## config.mk

```make
export PLATFORM = sky130hd
export DESIGN_NAME = igm_calc
export DESIGN_NICKNAME = d
export VERILOG_FILES = /design/src/rtl/igm_pkg.sv /design/src/rtl/igm_calc.sv
export SDC_FILE = /design/constraint.sdc
export NUM_CORES = 1
export LEC_CHECK = 0
export BUFFER_PORTS_ARGS = -buffer_cell sky130_fd_sc_hd__buf_4
export CAP_MARGIN = 20
export CELL_PAD_IN_SITES_DETAIL_PLACEMENT = 1
export CELL_PAD_IN_SITES_GLOBAL_PLACEMENT = 1
export CORE_MARGIN = 4
export CORE_UTILIZATION = 55
export DETAILED_ROUTE_END_ITERATION = 10
export MAX_ROUTING_LAYER = met4
export PLACE_DENSITY_LB_ADDON = 0.1
export SLEW_MARGIN = 20
export SYNTH_ARGS = -nofsm -noshare
export SYNTH_HDL_FRONTEND = slang
export SYNTH_SLANG_ARGS = --single-unit
```

## constraint.sdc

```tcl
create_clock -name i_clk -period 20.1 [get_ports i_clk]
set_clock_uncertainty 0.2 [all_clocks]
set_input_delay 2.01 -clock i_clk [delete_from_list [all_inputs] [get_ports i_clk]]
set_output_delay 2.01 -clock i_clk [all_outputs]
set_load 0.005 [all_outputs]
```

## src/rtl/igm_pkg.sv

```systemverilog
package igm_pkg;

    localparam int MAX_WIDTH_DEF    = 1024;
    localparam int MAX_HEIGHT_DEF   = 4096;
    localparam int CORDIC_STEPS_DEF = 14;

    localparam int FRAC_BITS = 4;
    localparam int ANG_SHIFT = 24;
    localparam int ATAN_LEN  = 24;

    // Field widths
    localparam int PIX_W   = 8;
    localparam int GRAD_W  = PIX_W + 1;
    localparam int MAG_W   = 13;
    localparam int ANG_W   = 12;
    localparam int CFG_W   = 13;
    localparam int WREG_W  = 11;
    localparam int HREG_W  = 13;
    localparam int IDX_W   = 2;

    // Sum of squares with fraction bits, kept even for the root
    localparam int SQ_W       = 26;
    localparam int SQRT_STEPS = SQ_W / 2;

    localparam logic [IDX_W-1:0] CFG_WIDTH  = 2'd0;
    localparam logic [IDX_W-1:0] CFG_HEIGHT = 2'd1;
    localparam logic [IDX_W-1:0] CFG_PAD    = 2'd2;

    localparam logic OP_PIXEL = 1'b0;
    localparam logic OP_FLUSH = 1'b1;

    // round(atan(2^-i) in degrees * 2^24)
    localparam logic [31:0] ATAN_TAB [ATAN_LEN] = '{
        32'd754974720, 32'd445687602, 32'd235489088, 32'd119537938,
        32'd60000934,  32'd30029717,  32'd15018523,  32'd7509720,
        32'd3754917,   32'd1877466,   32'd938734,    32'd469367,
        32'd234684,    32'd117342,    32'd58671,     32'd29335,
        32'd14668,     32'd7334,      32'd3667,      32'd1833,
        32'd917,       32'd458,       32'd229,       32'd115
    };

    typedef enum logic [2:0] {
        S_CLEAR,
        S_IDLE,
        S_READ,
        S_CALC,
        S_OUT
    } t_ctl_state;

    typedef enum logic [1:0] {
        C_IDLE,
        C_SQUARE,
        C_ITER,
        C_DONE
    } t_calc_phase;

endpackage

```

## src/rtl/igm_calc.sv

```systemverilog
module igm_calc #(
    parameter int CORDIC_STEPS = igm_pkg::CORDIC_STEPS_DEF
) (
    input  logic                              i_clk,
    input  logic                              i_rst_n,
    input  logic                              i_start,
    input  logic signed [igm_pkg::GRAD_W-1:0] i_gx,
    input  logic signed [igm_pkg::GRAD_W-1:0] i_gy,
    output logic                              o_done,
    output logic [igm_pkg::MAG_W-1:0]         o_magnitude,
    output logic [igm_pkg::ANG_W-1:0]         o_angle
);

    localparam int N_STEPS = (CORDIC_STEPS > igm_pkg::SQRT_STEPS) ?
                             CORDIC_STEPS : igm_pkg::SQRT_STEPS;
    localparam int CNT_W   = $clog2(N_STEPS + 1);
    localparam int XY_W    = 36;
    localparam int Z_W     = 34;
    localparam int SQ_W    = igm_pkg::SQ_W;
    localparam int PROD_W  = 2 * igm_pkg::GRAD_W;
    localparam int RND_SH  = igm_pkg::ANG_SHIFT - igm_pkg::FRAC_BITS;
    localparam logic [Z_W-1:0] Z_90  = Z_W'(90)  << igm_pkg::ANG_SHIFT;
    localparam logic [Z_W-1:0] Z_180 = Z_W'(180) << igm_pkg::ANG_SHIFT;
    localparam logic [Z_W-1:0] Z_HALF = Z_W'(1) << (RND_SH - 1);

    igm_pkg::t_calc_phase r_phase, n_phase;

    logic [igm_pkg::PIX_W-1:0] r_a, r_b;
    logic                      r_neg;
    logic [PROD_W-1:0]         r_sq_a, r_sq_b;
    logic [CNT_W-1:0]          r_cnt;
    logic [SQ_W-1:0]           r_v, r_r, r_bit;
    logic signed [XY_W-1:0]    r_x, r_y;
    logic signed [Z_W-1:0]     r_z;

    logic [SQ_W-1:0]        sum_sq, rb;
    logic signed [XY_W-1:0] xs, ys;
    logic [4:0]             tab_idx;
    logic signed [Z_W-1:0]  tab_val, z_clamp;
    logic [Z_W-1:0]         t_ang, o_ang_full;
    logic [SQ_W-1:0]        mag_full;

    always_comb begin
        n_phase = r_phase;
        case (r_phase)
            igm_pkg::C_IDLE:   if (i_start) n_phase = igm_pkg::C_SQUARE;
            igm_pkg::C_SQUARE: n_phase = igm_pkg::C_ITER;
            igm_pkg::C_ITER:   if (r_cnt == CNT_W'(N_STEPS - 1)) n_phase = igm_pkg::C_DONE;
            igm_pkg::C_DONE:   n_phase = igm_pkg::C_IDLE;
            default:           n_phase = igm_pkg::C_IDLE;
        endcase
    end

    always_ff @(posedge i_clk) begin
        if (!i_rst_n) begin
            r_phase <= igm_pkg::C_IDLE;
        end else begin
            r_phase <= n_phase;
        end
    end

    assign sum_sq  = (SQ_W'(r_sq_a) + SQ_W'(r_sq_b)) << (2 * igm_pkg::FRAC_BITS);
    assign rb      = r_r + r_bit;
    assign xs      = r_x >>> r_cnt;
    assign ys      = r_y >>> r_cnt;
    assign tab_idx = 5'(r_cnt);
    assign tab_val = Z_W'(igm_pkg::ATAN_TAB[tab_idx]);

    always_ff @(posedge i_clk) begin
        case (r_phase)
            igm_pkg::C_IDLE: begin
                // operands held until the next start so the result stays put
                if (i_start) begin
                    r_a   <= i_gx[igm_pkg::GRAD_W-1] ? igm_pkg::PIX_W'(-i_gx)
                                                      : igm_pkg::PIX_W'(i_gx);
                    r_b   <= i_gy[igm_pkg::GRAD_W-1] ? igm_pkg::PIX_W'(-i_gy)
                                                      : igm_pkg::PIX_W'(i_gy);
                    r_neg <= i_gx[igm_pkg::GRAD_W-1];
                end
            end
            igm_pkg::C_SQUARE: begin
                r_sq_a <= PROD_W'(r_a) * PROD_W'(r_a);
                r_sq_b <= PROD_W'(r_b) * PROD_W'(r_b);
                r_x    <= XY_W'(r_a) << igm_pkg::ANG_SHIFT;
                r_y    <= XY_W'(r_b) << igm_pkg::ANG_SHIFT;
                r_cnt  <= '0;
                r_bit  <= SQ_W'(1) << (SQ_W - 2);
                r_r    <= '0;
                if (r_b == '0) begin
                    r_z <= '0;
                end else if (r_a == '0) begin
                    r_z <= Z_90;
                end else begin
                    r_z <= '0;
                end
            end
            igm_pkg::C_ITER: begin
                r_cnt <= r_cnt + 1'b1;
                // first step loads the sum of squares
                if (r_cnt == '0) begin
                    if (sum_sq >= r_bit) begin
                        r_v <= sum_sq - r_bit;
                        r_r <= r_bit;
                    end else begin
                        r_v <= sum_sq;
                        r_r <= '0;
                    end
                    r_bit <= r_bit >> 2;
                end else if (r_cnt < CNT_W'(igm_pkg::SQRT_STEPS)) begin
                    if (r_v >= rb) begin
                        r_v <= r_v - rb;
                        r_r <= (r_r >> 1) + r_bit;
                    end else begin
                        r_r <= r_r >> 1;
                    end
                    r_bit <= r_bit >> 2;
                end
                if (r_cnt < CNT_W'(CORDIC_STEPS) && r_a != '0 && r_b != '0) begin
                    if (r_y >= 0) begin
                        r_x <= r_x + ys;
                        r_y <= r_y - xs;
                        r_z <= r_z + tab_val;
                    end else begin
                        r_x <= r_x - ys;
                        r_y <= r_y + xs;
                        r_z <= r_z - tab_val;
                    end
                end
            end
            default: begin
            end
        endcase
    end

    always_comb begin
        if (r_z < 0) begin
            z_clamp = '0;
        end else if (r_z > $signed(Z_90)) begin
            z_clamp = $signed(Z_90);
        end else begin
            z_clamp = r_z;
        end
        t_ang      = r_neg ? (Z_180 - Z_W'(z_clamp)) : Z_W'(z_clamp);
        o_ang_full = (t_ang + Z_HALF) >> RND_SH;
        mag_full   = (r_v > r_r) ? r_r + 1'b1 : r_r;
    end

    assign o_done      = (r_phase == igm_pkg::C_DONE);
    assign o_angle     = (o_ang_full > Z_W'({igm_pkg::ANG_W{1'b1}})) ?
                         {igm_pkg::ANG_W{1'b1}} : igm_pkg::ANG_W'(o_ang_full);
    assign o_magnitude = (mag_full > SQ_W'({igm_pkg::MAG_W{1'b1}})) ?
                         {igm_pkg::MAG_W{1'b1}} : igm_pkg::MAG_W'(mag_full);

endmodule

```

## Word level (Yosys, flattened, before mapping)

Memories as Yosys holds them, arrays and structs flattened.
Index checks and enable logic that the tools add are counted.

- Register bits after elaboration: 239
- Bits in read-only memories: 1024
- Memories: 1

- Add/subtract/negate cells: 17
- $mul: 2
- $lt $le $gt $ge: 11
- Eq/ne operators: 8
- Shift operators: 2
- Multiplexer cells: 37
- Bitwise operators: 1
- Reduce and logical (&&, ||, !) cells: 16

Memories:

| name | words | width | read ports | clocked after Yosys merged registers in | wr ports | line | text |
|---|---|---|---|---|---|---|---|
| (name not given) | 32 | 32 | 1 | 0 | 0 | igm_calc.sv:67 | `assign tab_val = Z_W'(igm_pkg::ATAN_TAB[tab_idx]);` |

Operator list:

| kind | number |
|---|---|
| 2-to-1 mux 26 bit | 11 |
| 2-to-1 mux 34 bit | 5 |
| 2-to-1 mux 36 bit | 4 |
| one-hot mux 36 bit (2 select lines) | 2 |
| one-hot mux 26 bit (2 select lines) | 2 |
| adder 36 bit | 2 |
| >>> shifter 36 x 4 -> 36 bit | 2 |
| subtractor 36 bit | 2 |
| one-hot mux 34 bit (2 select lines) | 1 |
| 2-to-1 mux 32 bit | 2 |
| 2-to-1 mux 31 bit | 2 |
| greater-or-equal comparator 36 x 1 -> 1 bit, second input constant | 1 |
| adder 34 x 20 -> 34 bit, second input constant | 1 |
| adder 34 x 33 -> 34 bit | 1 |
| greater-than comparator 34 x 32 -> 1 bit, second input constant | 1 |
| < comparator 34 x 1 -> 1 bit, second input constant | 1 |
| subtractor 32 x 34 -> 34 bit, first input constant | 1 |
| subtractor 34 x 33 -> 34 bit | 1 |
| multiplier 8 x 8 -> 16 bit | 2 |
| adder 25 x 26 -> 26 bit | 1 |
| adder 26 x 1 -> 26 bit, second input constant | 1 |
| adder 26 bit | 1 |
| greater-or-equal comparator 25 x 26 -> 1 bit | 1 |
| greater-or-equal comparator 26 bit | 1 |
| 30 further kinds | 45 |

## Depth between registers and ports, before layout

- Word-level depth: 8
- Depth in mapped cells: 28
- Depth with buffers taken out: 23

## Least setup slack after synthesis

OpenSTA, ideal clock, no wires.

- Path kind: reg-to-reg
- Start: register r_cnt[2]
- End: register r_x[31], data pin
- Arrival time: 6.609 ns
- Slack: 13.031 ns
- Cell stages (with the launch flop): 28
- Path through: edfxtp_1 > buf_1 > clkbuf_1 > buf_1 > clkbuf_1 > clkbuf_1 > clkbuf_1 > buf_1 > nand2_1 > o21ai_0 > ha_1 > inv_1 > a2111oi_0 > nand2_1 > or3_1 > o21ai_0 > xor2_1 > ha_1 > a21oi_1 > o21ai_0 > a41oi_1 > o21bai_1 > a2111oi_0 > nor2_1 > a211o_1 > a21oi_1 > xnor2_1 > mux2_2

- Longest elaborated chain between the ends: 5
- Elaborated cells between the ends (all ways): 6

RTL lines:

| element | line | text |
|---|---|---|
| start, declared | igm_calc.sv:31 | `logic [CNT_W-1:0] r_cnt;` |
| start signal, assigned | igm_calc.sv:98 | `r_cnt <= r_cnt + 1'b1;` |
| >>> shifter 36 x 4 -> 36 bit (*) | igm_calc.sv:65 | `assign ys = r_y >>> r_cnt;` |
| subtractor 36 bit or adder 36 bit (tied branches) | igm_calc.sv:124, igm_calc.sv:120 |  |
| 2-to-1 mux 36 bit (*) | igm_calc.sv:119 | `if (r_y >= 0) begin` |
| 2-to-1 mux 36 bit (*) | igm_calc.sv:118 | `if (r_cnt < CNT_W'(CORDIC_STEPS) && r_a != '0 && r_b != '0) begin` |
| one-hot mux 36 bit (2 select lines) (*) | igm_calc.sv:70 | `case (r_phase)` |
| end signal, assigned | igm_calc.sv:84 | `r_x <= XY_W'(r_a) << igm_pkg::ANG_SHIFT;` |
| end signal, assigned | igm_calc.sv:120 | `r_x <= r_x + ys;` |
| end signal, assigned | igm_calc.sv:124 | `r_x <= r_x - ys;` |
| end, declared | igm_calc.sv:33 | `logic signed [XY_W-1:0] r_x, r_y;` |

Every way passes the cells marked *; elsewhere a longest branch is shown, timed or not. The select of a mux whose other input is x is not followed.
A chain may end at the register's enable or synchronous reset.

## Final worst setup path

- Start: register r_cnt[1]
- End: register r_y[34], data pin

- Longest elaborated chain between the ends: 5
- Elaborated cells between the ends (all ways): 6

RTL lines:

| element | line | text |
|---|---|---|
| >>> shifter 36 x 4 -> 36 bit (*) | igm_calc.sv:64 | `assign xs = r_x >>> r_cnt;` |
| adder 36 bit or subtractor 36 bit (tied branches) | igm_calc.sv:125, igm_calc.sv:121 |  |
| 2-to-1 mux 36 bit (*) | igm_calc.sv:119 |  |
| 2-to-1 mux 36 bit (*) | igm_calc.sv:118 |  |
| one-hot mux 36 bit (2 select lines) (*) | igm_calc.sv:70 |  |
| end signal, assigned | igm_calc.sv:85 | `r_y <= XY_W'(r_b) << igm_pkg::ANG_SHIFT;` |
| end signal, assigned | igm_calc.sv:121 | `r_y <= r_y - xs;` |
| end signal, assigned | igm_calc.sv:125 | `r_y <= r_y + xs;` |
| end, declared | igm_calc.sv:33 |  |

Marks and branches as above.

==> flow_metrics.py <==
metrics = {
    "placed_design": {
        "place_area_mm2": 0.0297,
        "place.gp.congestion": 0.929,
        "port_buffers": 46,
        "dp_hpwl_um": 68200,
    },
    "critical_path": {
        "crit_chain": "buf_4 -> mux4_2 -> mux4_2 -> or4_1 -> nand3b_1 -> nor4bb_1 -> a21oi_1 -> xnor2_1 -> ha_1 -> nand3_1 -> nand2b_1 -> o31ai_1 -> a2111oi_0 -> o31ai_1 -> o21ai_0 -> a21boi_0 -> a31oi_1 -> mux2i_1",
        "worst_path_max_delay_cell": "buf_4",
        "crit_fanout": 73,
        "worst-path-buf-inv": 1,
        "slowest_delay_ns": 0.82,
        "path_class": "flip-flop to flip-flop",
        "critical-path-top-delay-family": "compound AO/OA/AOI/OAI gates",
        "startpoint_type": "flip-flop",
        "critPathArrivalTime_ns": 7.73,
        "crit_required_ns": 20.27,
        "cp-end-kind": "flip-flop",
    },
    "drt": {
        "vias_per_cell": 6.53,
        "routedWlPerCell_um": 22.7,
        "drt_iter0_markers": 1817,
        "route.vias.total": 25700,
        "final_antenna_net_count": 0,
        "drcViolationCount": 0,
        "first_pass_iters": 5,
        "wl_um": 89200,
    },
    "clocking": {
        "clock_path_buffers": 3,
        "post_cts_buffers": 0,
        "cts_hold_buf": 0,
        "cts-root-buf": "clkbuf_16",
        "insertion_delay_ns": 0.63,
        "cts_num_sinks": 224,
        "h-tree-depth": 1,
        "cts_resized": 0,
        "cts.clk_slew.worst_paths_ns": 0.07,
        "cts_buffers": 30,
        "cts_tree": "done",
    },
    "min_path": {
        "hold_class": "flip-flop to flip-flop",
    },
    "synthesis": {
        "synth.distinct_cells": 89,
        "async_flop_share": 0,
        "synth_largest_area_cell": "edfxtp_1",
        "synth.area.top_cells": "edfxtp_1, ha_1, mux4_2",
        "synth_edf_count": 222,
        "synth-seq-cells": 224,
        "yosysTopAreaCellShare": 0.232,
        "syn_nets": 3623,
        "syn_inst": 3263,
        "syn_area_mm2": 0.0288,
        "seq_area_frac_synth": 0.233,
        "yosys_warnings": 0,
        "synth-main-ff-cell": "edfxtp_1",
        "avgSynthCellArea_um2": 8.82,
    },
    "die": {
        "fp-row-count": 83,
        "die-area_mm2": 0.0560,
        "die_w_um": 237,
        "coreArea_mm2": 0.0515,
        "die_h_um": 237,
        "start_util": 0.558,
        "num_io_pins": 47,
    },
    "sta": {
        "setup_violations": 0,
        "rsz0062_at_grt": "no",
        "hold_viol_final": 0,
        "slew_headroom": 0.278,
        "worstMarginPinSlew_ns": 1.08,
        "finalSetupTns_ns": 0,
        "min_period_ns": 7.56,
        "slew_viol_final": 0,
        "max_freq_mhz": 132,
        "fin_crit_sh": 0.376,
    },
    "grt": {
        "gr-total-overflow": 0,
        "grt_max_degree": 74,
        "grt_pass1_wl_um": 144000,
        "grt_pass1_vias": 26800,
        "grtUsageTotal": 0.319,
        "antenna_found_initial": 0,
    },
    "cells_and_area": {
        "stdcell_area_mm2": 0.0307,
        "drive_above_1_share": 0.0936,
        "seq_area_mm2": 0.00671,
        "syn_to_final_growth_pct": 6.73,
        "fin_nets": 3593,
        "fill_cells": 6021,
        "diodes": 0,
        "multiInputGateArea_mm2": 0.0209,
    },
    "flow_run": {
        "max_cap_violations": 0,
    },
    "outcome": {
        "outcome": "completed",
    },
}
==> kinds of logic after synthesis <==
| family | synth area share |
|---|---|
| fa+ha+maj | 0.162 |
| simple gates | 0.175 |
| compound gates | 0.181 |
| flops | 0.233 |
| mux | 0.107 |
| xor+xnor | 0.0993 |
| buf+inv | 0.0428 |
==> metrics by stage <==
step	cells	hold WS (ns)	utilization	worst slack [ns]
floorplan	3263	0.249	-	13.03
global placement	3881	0.313	0.576	12.75
detailed placement	3881	0.348	0.576	12.64
CTS	3937	0.356	0.596	12.58
global route	3937	0.381	0.596	12.09
finish	3937	0.352	0.596	12.54
==> metal layers <==
| layer | up-vias | global-route usage | share of wire |
|---|---|---|---|
| met1 | 12900 | 0.433 | 0.45 |
| met3 | 133 | 0.0410 | 0.062 |
| met4 | 0 | 0.0672 | 0.020 |
| li1 | 11900 | - | - |
| met2 | 744 | 0.516 | 0.47 |
| met5 | - | - | 0 |
==> cells in the final DEF, fill, tap and decap left out, drive strengths merged, types with 22 or more instances in the layout <==
master and instances:
o211ai 26, nand3 74, a31oi 37, a21o 73, o21a 26, nor2 267, and3 27, ha 284
or3 35, clkbuf 33, o21bai 33, inv 177, a21oi 219, nand4 39, fa 55, a211oi 38
xor2 104, nand2b 46, xnor2 222, o21ai 209, buf 75, o31ai 24, nor3 61, nor2b 30
nand2 320, edfxtp 222, mux4 89, nor4 22, and2 70, mux2i 62, mux2 40
==> Yosys cell counts, types with 22 or more instances <==
cell	number
fa_1	55
mux2i_1	62
nor2b_1	30
xnor2_1	222
o31ai_1	24
mux4_2	89
o21a_1	26
nand4_1	38
a31oi_1	37
and2_1	69
o211ai_1	26
and3_1	27
nor4_1	22
a211oi_1	38
nand2_1	320
edfxtp_1	222
or3_1	35
a21o_1	73
nor3_1	61
nand3_1	74
ha_1	284
clkbuf_1	103
nor2_1	267
xor2_1	104
o21ai_0	206
nand2b_1	46
inv_1	175
mux2_2	40
a21oi_1	219
o21bai_1	33
==> state kept, by name, summed over array words and instances (netlist names), 13 cells and up <==
signal	flops
r_bit	13
r_r	26
r_sq_a	15
r_sq_b	15
r_v	26
r_x	36
r_y	36
r_z	34
==> final timing paths <==
check,from,endpoint,slack (ns),depth (start not counted)
max reg2reg,r_cnt[1],r_y[34],12.54,18
max,r_cnt[1],r_y[34],12.54,18
min,r_phase[0],r_phase[0],0.35,2
min reg2reg,r_phase[0],r_phase[0],0.35,2
==> layout make-up <==
| class | count | share of cell area |
|---|---|---|
| clock buffers | 33 | 0.0248 |
| inverters | 178 | 0.0218 |
| repair buffers | 75 | 0.0183 |
| flip-flops and latches | 224 | 0.218 |
| well taps | 680 | 0.0277 |
| clock inverters | 23 | 0.00901 |
| multi-input cells | 2724 | 0.680 |
==> tightest hold or removal path: cells and delay by family, from the launching register on <==
| kind | cells | cell delay, ns |
|---|---|---|
| simple gates | 2 | 0.16 |
| flops | 1 | 0.35 |
Power is not shown: default switching activity piles up to over one toggle a cycle in this logic, so the estimate is an artifact.
